$ cat src/rtl/uqst_pkg.sv
// Package: word types, character codes and counter helpers for the URL query tokenizer.
`timescale 1ns / 1ps

package uqst_pkg;

  // Field limit of the query parser; the counters are 5 bits wide.
  localparam int MAX_FIELDS = 16;
  localparam int COUNT_CAP_I = (MAX_FIELDS > 31) ? 31 : MAX_FIELDS;
  localparam int SLOT_MAX_I = ((COUNT_CAP_I - 1) > 15) ? 15 : (COUNT_CAP_I - 1);

  localparam logic [4:0] COUNT_CAP = 5'(COUNT_CAP_I);
  localparam logic [4:0] SLOT_MAX = 5'(SLOT_MAX_I);

  localparam logic [7:0] CH_QUESTION = 8'h3F;
  localparam logic [7:0] CH_AMP = 8'h26;
  localparam logic [7:0] CH_EQUALS = 8'h3D;

  typedef struct packed {
    logic [7:0] url_byte;
    logic last_byte;
  } in_word_t;

  typedef struct packed {
    logic [7:0] echo_byte;
    logic is_path;
    logic is_name;
    logic [3:0] name_slot;
    logic name_done;
    logic is_value;
    logic [3:0] value_slot;
    logic [4:0] param_count;
    logic [4:0] value_count;
    logic url_error;
    logic done_res;
  } out_word_t;

  // Saturating increment at the field cap.
  function automatic logic [4:0] sat_inc(input logic [4:0] v);
    return (v < COUNT_CAP) ? v + 5'd1 : v;
  endfunction

  // Clamp a running count to a 4-bit slot index.
  function automatic logic [3:0] slot_of(input logic [4:0] count);
    logic [4:0] s;
    s = (count >= SLOT_MAX) ? SLOT_MAX : count;
    return s[3:0];
  endfunction

endpackage

$ cat src/rtl/url_query_string_tokenizer.sv
// Top level: labels each URL byte as path, parameter name or value, with running counts.
`timescale 1ns / 1ps

// URL query string tokenizer.
// Input channel: one URL byte per word (in_data.url_byte), with in_data.last_byte
// marking the final byte of a URL. A word is taken when in_valid is high and
// in_stall is low.
// Output channel: one result word per input word, in order, carrying the byte,
// its path/name/value labels, slot indexes, running counts and the sticky error.
// Registering: each result word is held in the output register, or in the skid
// stage while the receiver stalls. Throughput: one word per cycle while in_stall
// is low; the tracker state updates on each taken byte, so consecutive bytes never wait on each other.
// Stall: the output register is backed by one skid stage, so a word is still
// taken in the cycle the receiver first stalls. in_stall rises only while the
// skid stage is full and drops as soon as the receiver drains it.
// Reset (rst_n low, synchronous): both stages empty, all trackers cleared.
// After a word with last_byte set, every tracker returns to its reset value,
// so the next byte starts a new URL.
module url_query_string_tokenizer (
  input  logic                clk,
  input  logic                rst_n,
  input  logic                in_valid,
  output logic                in_stall,
  input  uqst_pkg::in_word_t  in_data,
  output logic                out_valid,
  input  logic                out_stall,
  output uqst_pkg::out_word_t out_data
);

  // Tracker state.
  logic       seen_question_r, seen_question_nxt;
  logic       name_active_r, name_active_nxt;
  logic       name_nonempty_r, name_nonempty_nxt;
  logic       value_active_r, value_active_nxt;
  logic       value_nonempty_r, value_nonempty_nxt;
  logic       value_stopped_r, value_stopped_nxt;
  logic       error_seen_r, error_seen_nxt;
  logic [7:0] previous_byte_r, previous_byte_nxt;
  logic [4:0] names_counted_r, names_counted_nxt;
  logic [4:0] values_seen_r, values_seen_nxt;
  logic [4:0] values_counted_r, values_counted_nxt;

  // Output register and skid stage.
  logic                out_valid_r;
  uqst_pkg::out_word_t out_r;
  logic                skid_valid_r;
  uqst_pkg::out_word_t skid_r;

  uqst_pkg::out_word_t res;
  logic                accept;
  logic [7:0]          b;
  logic                last;
  logic                close_name;
  logic                close_value;

  assign in_stall  = skid_valid_r;
  assign accept    = in_valid && !skid_valid_r;
  assign out_valid = out_valid_r;
  assign out_data  = out_r;
  assign b         = in_data.url_byte;
  assign last      = in_data.last_byte;

  // Per-byte tracker update and result.
  always_comb begin
    seen_question_nxt  = seen_question_r;
    name_active_nxt    = name_active_r;
    name_nonempty_nxt  = name_nonempty_r;
    value_active_nxt   = value_active_r;
    value_nonempty_nxt = value_nonempty_r;
    value_stopped_nxt  = value_stopped_r;
    error_seen_nxt     = error_seen_r;
    names_counted_nxt  = names_counted_r;
    values_seen_nxt    = values_seen_r;
    values_counted_nxt = values_counted_r;
    previous_byte_nxt  = b;
    close_name         = 1'b0;
    close_value        = 1'b0;

    res            = '0;
    res.echo_byte  = b;
    res.is_path    = !seen_question_r && (b != uqst_pkg::CH_QUESTION);
    res.done_res   = last;

    if (b == uqst_pkg::CH_QUESTION) begin
      seen_question_nxt = 1'b1;
    end

    // Name tracker: opens on '?' or '&', closes on '=' or the final byte.
    if (name_active_r) begin
      if (b == uqst_pkg::CH_EQUALS) begin
        close_name = 1'b1;
      end else begin
        res.is_name       = 1'b1;
        res.name_slot     = uqst_pkg::slot_of(names_counted_r);
        name_nonempty_nxt = 1'b1;
        close_name        = last;
      end
      if (close_name) begin
        if (name_nonempty_nxt) begin
          names_counted_nxt = uqst_pkg::sat_inc(names_counted_r);
          res.name_done     = 1'b1;
        end
        name_active_nxt   = 1'b0;
        name_nonempty_nxt = 1'b0;
      end
    end else if (b == uqst_pkg::CH_QUESTION || b == uqst_pkg::CH_AMP) begin
      name_active_nxt   = 1'b1;
      name_nonempty_nxt = 1'b0;
    end

    // Value tracker: opens on '=', closes on '&' or the final byte; halts on error.
    if (!value_stopped_r) begin
      if (value_active_r) begin
        if (b == uqst_pkg::CH_AMP) begin
          close_value = 1'b1;
        end else begin
          res.is_value       = 1'b1;
          res.value_slot     = uqst_pkg::slot_of(values_seen_r);
          value_nonempty_nxt = 1'b1;
          close_value        = last;
        end
      end else if (b == uqst_pkg::CH_EQUALS) begin
        if (previous_byte_r == uqst_pkg::CH_QUESTION ||
            previous_byte_r == uqst_pkg::CH_AMP) begin
          error_seen_nxt    = 1'b1;
          value_stopped_nxt = 1'b1;
        end else begin
          value_active_nxt   = 1'b1;
          value_nonempty_nxt = 1'b0;
          close_value        = last;
        end
      end
      if (close_value) begin
        values_seen_nxt = uqst_pkg::sat_inc(values_seen_r);
        if (value_nonempty_nxt) begin
          values_counted_nxt = uqst_pkg::sat_inc(values_counted_r);
        end
        value_active_nxt   = 1'b0;
        value_nonempty_nxt = 1'b0;
      end
    end

    res.param_count = names_counted_nxt;
    res.value_count = values_counted_nxt;
    res.url_error   = error_seen_nxt;
  end

  // Tracker registers: advance on each taken word, clear at the end of a URL.
  always_ff @(posedge clk) begin
    if (!rst_n || (accept && last)) begin
      seen_question_r  <= 1'b0;
      name_active_r    <= 1'b0;
      name_nonempty_r  <= 1'b0;
      value_active_r   <= 1'b0;
      value_nonempty_r <= 1'b0;
      value_stopped_r  <= 1'b0;
      error_seen_r     <= 1'b0;
      previous_byte_r  <= 8'h00;
      names_counted_r  <= 5'd0;
      values_seen_r    <= 5'd0;
      values_counted_r <= 5'd0;
    end else if (accept) begin
      seen_question_r  <= seen_question_nxt;
      name_active_r    <= name_active_nxt;
      name_nonempty_r  <= name_nonempty_nxt;
      value_active_r   <= value_active_nxt;
      value_nonempty_r <= value_nonempty_nxt;
      value_stopped_r  <= value_stopped_nxt;
      error_seen_r     <= error_seen_nxt;
      previous_byte_r  <= previous_byte_nxt;
      names_counted_r  <= names_counted_nxt;
      values_seen_r    <= values_seen_nxt;
      values_counted_r <= values_counted_nxt;
    end
  end

  // Output register with skid stage.
  always_ff @(posedge clk) begin
    if (!rst_n) begin
      out_valid_r  <= 1'b0;
      skid_valid_r <= 1'b0;
    end else if (out_valid_r && out_stall) begin
      // Hold the output; park a new word in the skid stage.
      if (accept) begin
        skid_valid_r <= 1'b1;
      end
    end else if (skid_valid_r) begin
      // Drain the skid stage first; no word is taken in this state.
      out_valid_r  <= 1'b1;
      skid_valid_r <= 1'b0;
    end else begin
      out_valid_r <= accept;
    end
  end

  always_ff @(posedge clk) begin
    if (out_valid_r && out_stall) begin
      if (accept) begin
        skid_r <= res;
      end
    end else if (skid_valid_r) begin
      out_r <= skid_r;
    end else if (accept) begin
      out_r <= res;
    end
  end

endmodule

$ cat config.mk
export PLATFORM = sky130hd
export DESIGN_NAME = url_query_string_tokenizer
export DESIGN_NICKNAME = d
export VERILOG_FILES = /design/src/rtl/uqst_pkg.sv /design/src/rtl/url_query_string_tokenizer.sv
export SDC_FILE = /design/constraint.sdc
export NUM_CORES = 1
export LEC_CHECK = 0
export BUFFER_PORTS_ARGS = -buffer_cell sky130_fd_sc_hd__buf_2
export CORE_MARGIN = 1.5
export CORE_UTILIZATION = 58
export CTS_CLUSTER_DIAMETER = 100
export DETAILED_ROUTE_END_ITERATION = 16
export PLACE_DENSITY_LB_ADDON = 0.25
export SLEW_MARGIN = 20
export SYNTH_ARGS = -nofsm -noshare
export SYNTH_HDL_FRONTEND = slang
export SYNTH_SLANG_ARGS = --single-unit
$ cat constraint.sdc
create_clock -name clk -period 3.7 [get_ports clk]
set_input_delay 0.74 -clock clk [delete_from_list [all_inputs] [get_ports clk]]
set_output_delay 0.74 -clock clk [all_outputs]
set_load 0.05 [all_outputs]
==> summary.txt, run 1 <==
outcome: completed
first-pass GRT wire length: 12000 um
Detailed Route WL: 7290 um
htree depth: 3
Worst Setup SP: in_data[1]
clk sinks: 96
maximum fanout along the worst path: 6
Mapped Area: 4100 um^2
Worst Hold Slack: 0.467 ns
Die X: 87.1 um
syn_area_per_cell: 12.3 um^2
Most used DFF post-synth: edfxtp_1
CP startpoint kind: input pin
CTS resizes: 0
Least-Margin Pin Slew: 0.746 ns
1st-pass router iterations: 4
commonest non-fill, non-tap cell in the layout: edfxtp_1
CTS tree: done
Reg2Reg Depth: 5
diode count: 0
cell count after synthesis: 333
clk root buf: clkbuf_8
crit path time final: 2.80 ns
core area: 6830 um^2
CTS max path bufs: 2
Setup-failing EPs final: 0
Worst Skew: 0.0113 ns
Psw: 492 uW
Final Hold Vio Count: 0
post-DP HPWL: 4810 um
asr flop ratio synth: 0%
clk_lat worst skew: 0.36 ns
layout filler cell count: 528
Critical Path End: out_data[3]$_DFFE_PP_
sequential fraction of the synthesis area: 62.5%
Post-synth EDFFs: 64
CP endpoint kind: flop
initial antenna violation count: 0
post-DR vias/cell: 5.57
GRT Util Overall: 20.8%
Seq pwr share: 54.9%
gpl congestion: 0.815
Critical R2R Launch: value_active_r$_SDFFE_PP0P_
CP Class: in2reg
reg2reg end: out_data[3]$_DFFE_PP_
DIE AREA: 7580 um^2
fmax: 357 MHz
LEAKAGE: 1.73 nW
critical path data required time: 3.81 ns
Hold Buf Count CTS: 0
Synth-to-Final Area Change: 14.7%
distinct cell type count after synthesis: 53
max incr delay on CP: 0.66 ns
grt ovf: 0
Nets: 397
ANT nets after route: 0
path category of the worst min-delay check: reg2reg
Cell Pwr Density: 458 nW/um^2
DRC violations left: 0
final setup TNS: 0 ns
Internal: 1.66 mW
family with the most delay on the worst path: simple AND/OR/NAND/NOR gates
Crit-path slowest cell: or4_1
RSZ-0062 raised after global routing: no
Setup Buffers After CTS: 0
die height: 87.1 um
Num CTS Buffers: 9
Slew headroom: 50.3%
IO Pins: 47
Clock power frac: 36.7%
IO Port Bufs: 46
First DRT Iteration DRCs: 181
Yosys warning total: 0
# rows: 30
CP Cell Sequence: buf_2 -> or4b_4 -> or4_1 -> nand2_1 -> mux2_1 -> mux2_2
part of the cycle the worst path needs: 75.6%
largest net degree at the start of global routing: 43
number of global-route vias before repair: 2517
CP Data Arrival Time: 2.91 ns
WP depth: 6
DR WL/cell: 15.2 um
Mapped Nets: 350
Crit path buffers/inverters: 1
clock-pin slew on the worst setup and hold paths: 0.09 ns
maxcap violations: 0
register area: 2560 um^2
initial core utilization: 60.0%
commonest non-fill, non-tap cells in the layout: edfxtp_1 (64), buf_2 (46), nand2_1 (32), dfxtp_1 (32), nor2_1 (30)
area occupied by multi-input gates: 1470 um^2
Peak supply drop: 0.000239 V
Slew Limit Fails: 0
share of layout cells above drive strength 1: 26.0%
synthesis-stage register bit count: 96
reg-to-reg slack, setup: 1.33 ns
Combinational Power Share: 8.4%
via count: 2678
Sw Ratio: 22.8%
-- per-layer routing --
metal  vias to the layer above  wire, um  GRT usage [%]  part of all wire [%]
li1                       1324         -              -                     -
met1                      1293      3290           27.7                    45
met2                        54      3680           33.4                    50
met3                         7       264           4.64                   3.6
met4                         0        58           7.48                  0.80
met5                         -         0              0                     0
-- synth_stat cells (all sizes together) (3+ instances only) --
master | instances | area [um^2]
ha | 4 | 50.1
o31ai | 6 | 45.0
and3 | 3 | 18.8
nand2 | 32 | 120
dfxtp | 32 | 641
a21o | 3 | 22.5
inv | 6 | 22.5
nor2 | 31 | 116
o21ai | 13 | 68.8
o211ai | 3 | 22.5
xor2 | 6 | 52.6
xnor2 | 6 | 52.6
nand3b | 3 | 22.5
nand2b | 5 | 31.3
edfxtp | 64 | 1920
mux2i | 5 | 50.1
clkbuf | 11 | 41.3
nand3 | 4 | 20.0
nand4 | 3 | 18.8
buf | 5 | 20.0
a21oi | 26 | 141
mux2 | 27 | 304
o21a | 4 | 30.0
-- worst reg2reg max path, stage by stage, from the launching register on --
cell and delay, ns:
dfxtp_1 0.45, nand2b_1 0.16, or4_1 0.72, nand2_1 0.19
mux2_1 0.35, mux2_2 0.26
-- worst min-delay path by stage --
stage	cells after the start	to	from
6_report	2	previous_byte_r[1]$_SDFFE_PP0P_	previous_byte_r[1]$_SDFFE_PP0P_
5_1_grt	2	previous_byte_r[5]$_SDFFE_PP0P_	previous_byte_r[5]$_SDFFE_PP0P_
3_3_place_gp	2	previous_byte_r[5]$_SDFFE_PP0P_	previous_byte_r[5]$_SDFFE_PP0P_
4_1_cts	2	previous_byte_r[5]$_SDFFE_PP0P_	previous_byte_r[5]$_SDFFE_PP0P_
2_1_floorplan	2	previous_byte_r[6]$_SDFFE_PP0P_	previous_byte_r[6]$_SDFFE_PP0P_
3_5_place_dp	2	previous_byte_r[1]$_SDFFE_PP0P_	previous_byte_r[1]$_SDFFE_PP0P_
-- sequential cells by signal, indices dropped and copies added, names as in the netlist, 5 cells and up --
name / count
previous_byte_r: 8
skid_r: 32
names_counted_r: 5
values_counted_r: 5
values_seen_r: 5
out_data: 32
-- cell type report --
type | instances | area share [%]
sequential | 96 | 54.5
multi-input combinational | 215 | 31.2
timing repair buffer | 52 | 6.28
clock buffer | 10 | 2.71
tap | 96 | 2.55
clock inverter | 6 | 2.31
inverter | 6 | 0.479
-- power groups by stage --
stage	registers, mW	clock network (mW)	logic [mW]
finish	1.18	0.792	0.181
global route	1.19	0.845	0.193
CTS	1.18	0.802	0.177
detailed placement	1.21	0	0.176
global placement	1.21	0	0.173
floorplan	1.28	0	0.0508
-- stage by stage --
stage               setup slack [ns]  cell area [um^2]  std cells  util (%)  power (mW)
finish                         0.902              4700        481      68.9        2.15
detailed placement             0.529              4440        464      65.0        1.38
CTS                            0.910              4680        480      68.5        2.16
global route                   0.820              4700        481      68.9        2.22
floorplan                      0.496              4100        333         -        1.33
global placement               0.581              4440        464      65.0        1.38
-- kinds of logic (layout without fill, tap and decap cells) --
group	after synthesis	after routing	synth area share [%]
muxes	32	32	8.64
AOI/OAI and AO/OA	67	67	10.8
xor gates and xnor gates	12	12	2.56
DFF	96	96	62.5
and+or+nand+nor	100	100	12.2
buffers and inverters	22	74	2.04
adders and majority gates	4	4	1.22
(Power assumes the default switching activity.)
==> inputs of run 2 (changes only) <==
==> constraint.sdc (replaced) <==
create_clock -name clk -period 2.7 [get_ports clk]
set_input_delay 0.54 -clock clk [delete_from_list [all_inputs] [get_ports clk]]
set_output_delay 0.54 -clock clk [all_outputs]
set_load 0.05 [all_outputs]
==> run 2 against run 1 <==
  * Clock skew decreased by 0.00069 ns
  * Clock power increased by 18%
  * Wire length increased by 0.77%
  * Power increased by 30%
  * Setup slack got worse by 0.53 ns
  * Count of clock-buffer cells in the layout increased by 2
  * Sequential cell count unchanged
  * Critical path depth unchanged
  * Die area unchanged
  * Non-clock buffer count increased by 13
  * Via count increased by 2.5%
  * Sequential power increased by 37%
  * Critical endpoint unchanged
  * Largest cell class unchanged
  * Largest power group unchanged
==> summary.txt, run 2 (synthesized netlist as in run 1, its figures left out) <==
Cell Pwr Density: 592 nW/um^2
# rows: 30
Setup Buffers After CTS: 0
Slew Limit Fails: 0
GR Util met2: 34.5%
Least-Margin Pin Slew: 0.492 ns
GR peak layer: met2
LEAKAGE: 1.78 nW
Pwr Total: 2.81 mW
M3 GR Usage: 5.88%
fmax: 430 MHz
Synth-to-Final Area Change: 15.7%
Worst Skew: 0.0106 ns
Hold Buf Count CTS: 0
family with the most delay on the worst path: simple AND/OR/NAND/NOR gates
post-DR vias/cell: 5.56
DP Area: 4550 um^2
met1 Track Usage GR: 27.9%
worst setup margin: 0.373 ns
number of global-route vias before repair: 2692
htree depth: 3
fin cells: 494
maximum fanout along the worst path: 2
GRT Util Overall: 21.3%
CP endpoint kind: flop
CP Cell Sequence: buf_2 -> or4b_4 -> or4_1 -> nand2_1 -> mux2_1 -> mux2_2
Final Core Density: 69.4%
CP Class: in2reg
IO Pins: 47
Worst Hold Slack: 0.429 ns
core area: 6830 um^2
grt ovf: 0
initial core utilization: 60.0%
clk root buf: clkbuf_8
DR WL/cell: 14.9 um
CTS tree: done
initial antenna violation count: 0
DIE AREA: 7580 um^2
diode count: 0
part of the cycle the worst path needs: 86.2%
CTS resizes: 0
post-route design area: 4740 um^2
register area: 2560 um^2
commonest non-fill, non-tap cells in the layout: edfxtp_1 (64), buf_2 (46), nand2_1 (32), dfxtp_1 (32), nor2_1 (30)
layout filler cell count: 521
Die X: 87.1 um
gpl congestion: 0.826
post-DP HPWL: 5030 um
Nets: 410
CTS max path bufs: 2
Num CTS Buffers: 9
IO Port Bufs: 46
share of layout cells above drive strength 1: 28.4%
ANT nets after route: 0
dpl ws: 0.00701 ns
path category of the worst min-delay check: in2reg
via count: 2746
area occupied by multi-input gates: 1470 um^2
first-pass GRT wire length: 12300 um
Crit path buffers/inverters: 1
maxcap violations: 0
Detailed Route WL: 7350 um
crit path time final: 2.33 ns
1st-pass router iterations: 5
outcome: completed
largest net degree at the start of global routing: 33
clk_lat worst skew: 0.35 ns
commonest non-fill, non-tap cell in the layout: edfxtp_1
clock-pin slew on the worst setup and hold paths: 0.09 ns
RSZ-0062 raised after global routing: no
DRC violations left: 0
max incr delay on CP: 0.54 ns
die height: 87.1 um
Setup-failing EPs final: 0
final setup TNS: 0 ns
clk sinks: 96
post-placement cell count: 478
CP Data Arrival Time: 2.43 ns
Peak supply drop: 0.000503 V
CP startpoint kind: input pin
critical path data required time: 2.81 ns
Slew headroom: 67.1%
First DRT Iteration DRCs: 170
Crit-path slowest cell: or4_1
Final Hold Vio Count: 0
[run 2: changes by cell type in the layout (fill, tap and decap cells not counted), sizes merged]
cell / change
buf: +13
bufinv: -2
clkbuf: +2
clkinv: +1
clkinvlp: -2
inv: +1
[run 2: area by class of cell]
type,instances,area share [%]
inverter,6,0.475
timing repair buffer,65,7.86
multi-input combinational,215,30.9
tap,96,2.53
sequential,96,54.0
clock buffer,12,3.06
clock inverter,4,1.11
[run 2: where the power goes]
| part | leakage, nW | switching (mW) | internal [mW] |
|---|---|---|---|
| Sequential | 0.874 | 0.0121 | 1.61 |
| Clock | 0.101 | 0.479 | 0.458 |
| Combinational | 0.801 | 0.189 | 0.0610 |
| Total | 1.78 | 0.680 | 2.13 |
[run 2: layer usage]
metal,up-vias,part of all wire [%]
met1,1316,47
met5,-,0
met4,0,1.2
met3,9,4.2
met2,73,48
li1,1348,-
[run 2: path summary, 6_finish.rpt]
check | start | end | slack [ns] | cells after the start
max | in_data[1] | out_data[3]$_DFFE_PP_ | 0.37 | 6
max reg2reg | value_active_r$_SDFFE_PP0P_ | out_data[3]$_DFFE_PP_ | 0.46 | 5
min reg2reg | previous_byte_r[1]$_SDFFE_PP0P_ | previous_byte_r[1]$_SDFFE_PP0P_ | 0.47 | 2
min | in_data[7] | skid_r[30]$_DFFE_PP_ | 0.43 | 1
==> inputs of run 3 (changes only) <==
--- a/config.mk
+++ b/config.mk
@@ -6,6 +6,7 @@
 export NUM_CORES = 1
 export LEC_CHECK = 0
 export BUFFER_PORTS_ARGS = -buffer_cell sky130_fd_sc_hd__buf_2
+export CORE_ASPECT_RATIO = 1.4
 export CORE_MARGIN = 1.5
 export CORE_UTILIZATION = 58
 export CTS_CLUSTER_DIAMETER = 100
==> run 3 against run 2 <==
  * Design area is the same
  * Wire length grew 3.2%
  * Sequential power is essentially flat
  * Clock skew shrank 0.0044 ns
  * Count of clock-buffer cells in the layout shrank 1
  * Die area is essentially flat
  * Power shrank 1.9%
  * Sequential cell count is the same
  * Clock power shrank 6.3%
  * Largest power group unchanged
  * First-iteration DRC count grew 1.2%
  * Cell count is the same
==> summary.txt, run 3 (synthesized netlist as in run 1, its figures left out) <==
DIE AREA: 7590 um^2
Seq pwr share: 58.9%
Nets: 411
initial core utilization: 59.5%
Cell Pwr Density: 580 nW/um^2
# rows: 36
Psw: 661 uW
CTS resizes: 0
Num CTS Buffers: 9
CP Cell Sequence: buf_2 -> or4b_4 -> or4_1 -> nand2_1 -> mux2_1 -> mux2_2
Least-Margin Pin Slew: 0.506 ns
Final Hold Vio Count: 0
DRC violations left: 0
fmax: 435 MHz
gpl congestion: 0.826
CP Data Arrival Time: 2.42 ns
post-DR vias/cell: 5.55
Worst Skew: 0.00617 ns
Setup Buffers After CTS: 0
Combinational Power Share: 9.2%
Internal: 2.09 mW
CP startpoint kind: input pin
grt ovf: 0
commonest non-fill, non-tap cell in the layout: edfxtp_1
DP Area: 4560 um^2
maximum fanout along the worst path: 2
DR WL/cell: 15.3 um
Sw Ratio: 24.0%
RSZ-0062 raised after global routing: no
max incr delay on CP: 0.54 ns
path category of the worst min-delay check: in2reg
Pwr Total: 2.75 mW
LEAKAGE: 1.78 nW
crit path time final: 2.30 ns
initial antenna violation count: 0
layout filler cell count: 533
CP endpoint kind: flop
Worst Hold Slack: 0.421 ns
fin cells: 494
ANT nets after route: 0
diode count: 0
Crit-path slowest cell: or4b_4
clock-pin slew on the worst setup and hold paths: 0.09 ns
IO Port Bufs: 46
Slew Limit Fails: 0
die height: 102 um
CP Class: in2reg
IO Pins: 47
first-pass GRT wire length: 12400 um
Synth-to-Final Area Change: 15.7%
met1 Track Usage GR: 25.4%
largest net degree at the start of global routing: 23
GR peak layer: met2
Peak supply drop: 0.000425 V
outcome: completed
1st-pass router iterations: 4
via count: 2744
critical path data required time: 2.82 ns
post-route design area: 4740 um^2
final setup TNS: 0 ns
M3 GR Usage: 4.14%
reg-to-reg slack, setup: 0.50 ns
CTS tree: done
clk_lat worst skew: 0.36 ns
htree depth: 3
post-DP HPWL: 5390 um
GR Util met2: 38.7%
Hold Buf Count CTS: 0
number of global-route vias before repair: 2661
GRT Util Overall: 22.1%
clk root buf: clkbuf_8
share of layout cells above drive strength 1: 28.1%
Setup-failing EPs final: 0
core area: 6890 um^2
First DRT Iteration DRCs: 172
commonest non-fill, non-tap cells in the layout: edfxtp_1 (64), buf_2 (46), nand2_1 (32), dfxtp_1 (32), nor2_1 (30)
Slew headroom: 66.0%
Clock power frac: 31.9%
maxcap violations: 0
Detailed Route WL: 7580 um
Die X: 74.1 um
clk sinks: 96
part of the cycle the worst path needs: 85.2%
post-placement cell count: 478
CTS max path bufs: 2
[run 3: cell types whose count changed in the layout (fill, tap and decap cells not counted), sizes merged]
cell / before / now
buf: 65 / 66
clkbuf: 12 / 11
clkinv: 2 / 4
inv: 7 / 6
[run 3: final timing paths]
check | endpoint | cells past startpoint | from
worst max-delay path | out_data[3]$_DFFE_PP_ | 6 | in_data[1]
worst max register to register | out_data[3]$_DFFE_PP_ | 5 | value_active_r$_SDFFE_PP0P_
worst min register to register | previous_byte_r[7]$_SDFFE_PP0P_ | 2 | previous_byte_r[7]$_SDFFE_PP0P_
worst min-delay path | skid_r[29]$_DFFE_PP_ | 1 | in_data[6]
[run 3: area by class of cell]
| type | instances | area (um^2) | area share [%] |
|---|---|---|---|
| Inverter | 6 | 22.5 | 0.475 |
| Clock buffer | 11 | 131 | 2.77 |
| Sequential cell | 96 | 2560 | 54.0 |
| Clock inverter | 5 | 47.5 | 1.00 |
| Multi-Input combinational cell | 215 | 1470 | 30.9 |
| Tap cell | 95 | 119 | 2.51 |
| Timing Repair Buffer | 66 | 393 | 8.28 |
[run 3: through the flow]
step           worst slack [ns]  utilization [%]
2_1_floorplan            0.0329                -
6_report                  0.401             68.8
4_1_cts                   0.407             68.8
3_3_place_gp             0.0376             66.2
5_1_grt                   0.332             68.8
3_5_place_dp             0.0283             66.2
[run 3: power groups by stage]
stage / registers (mW) / logic, mW / clock network [mW]
2_1_floorplan: 1.76 / 0.0706 / 0
5_1_grt: 1.63 / 0.271 / 0.946
4_1_cts: 1.62 / 0.256 / 0.890
3_5_place_dp: 1.66 / 0.255 / 0
6_report: 1.62 / 0.253 / 0.878
3_3_place_gp: 1.65 / 0.251 / 0
[run 3: critical path, delay by kind of cell]
family	cells	cell delay, ns
muxes	2	0.60
and+or+nand+nor	3	1.18
buffers and inverters	1	0.11
[run 3: per-layer routing]
metal | vias up | part of all wire (%)
li1 | 1349 | -
met1 | 1351 | 41
met2 | 32 | 54
met3 | 12 | 2.1
met4 | 0 | 2.4
met5 | - | 0
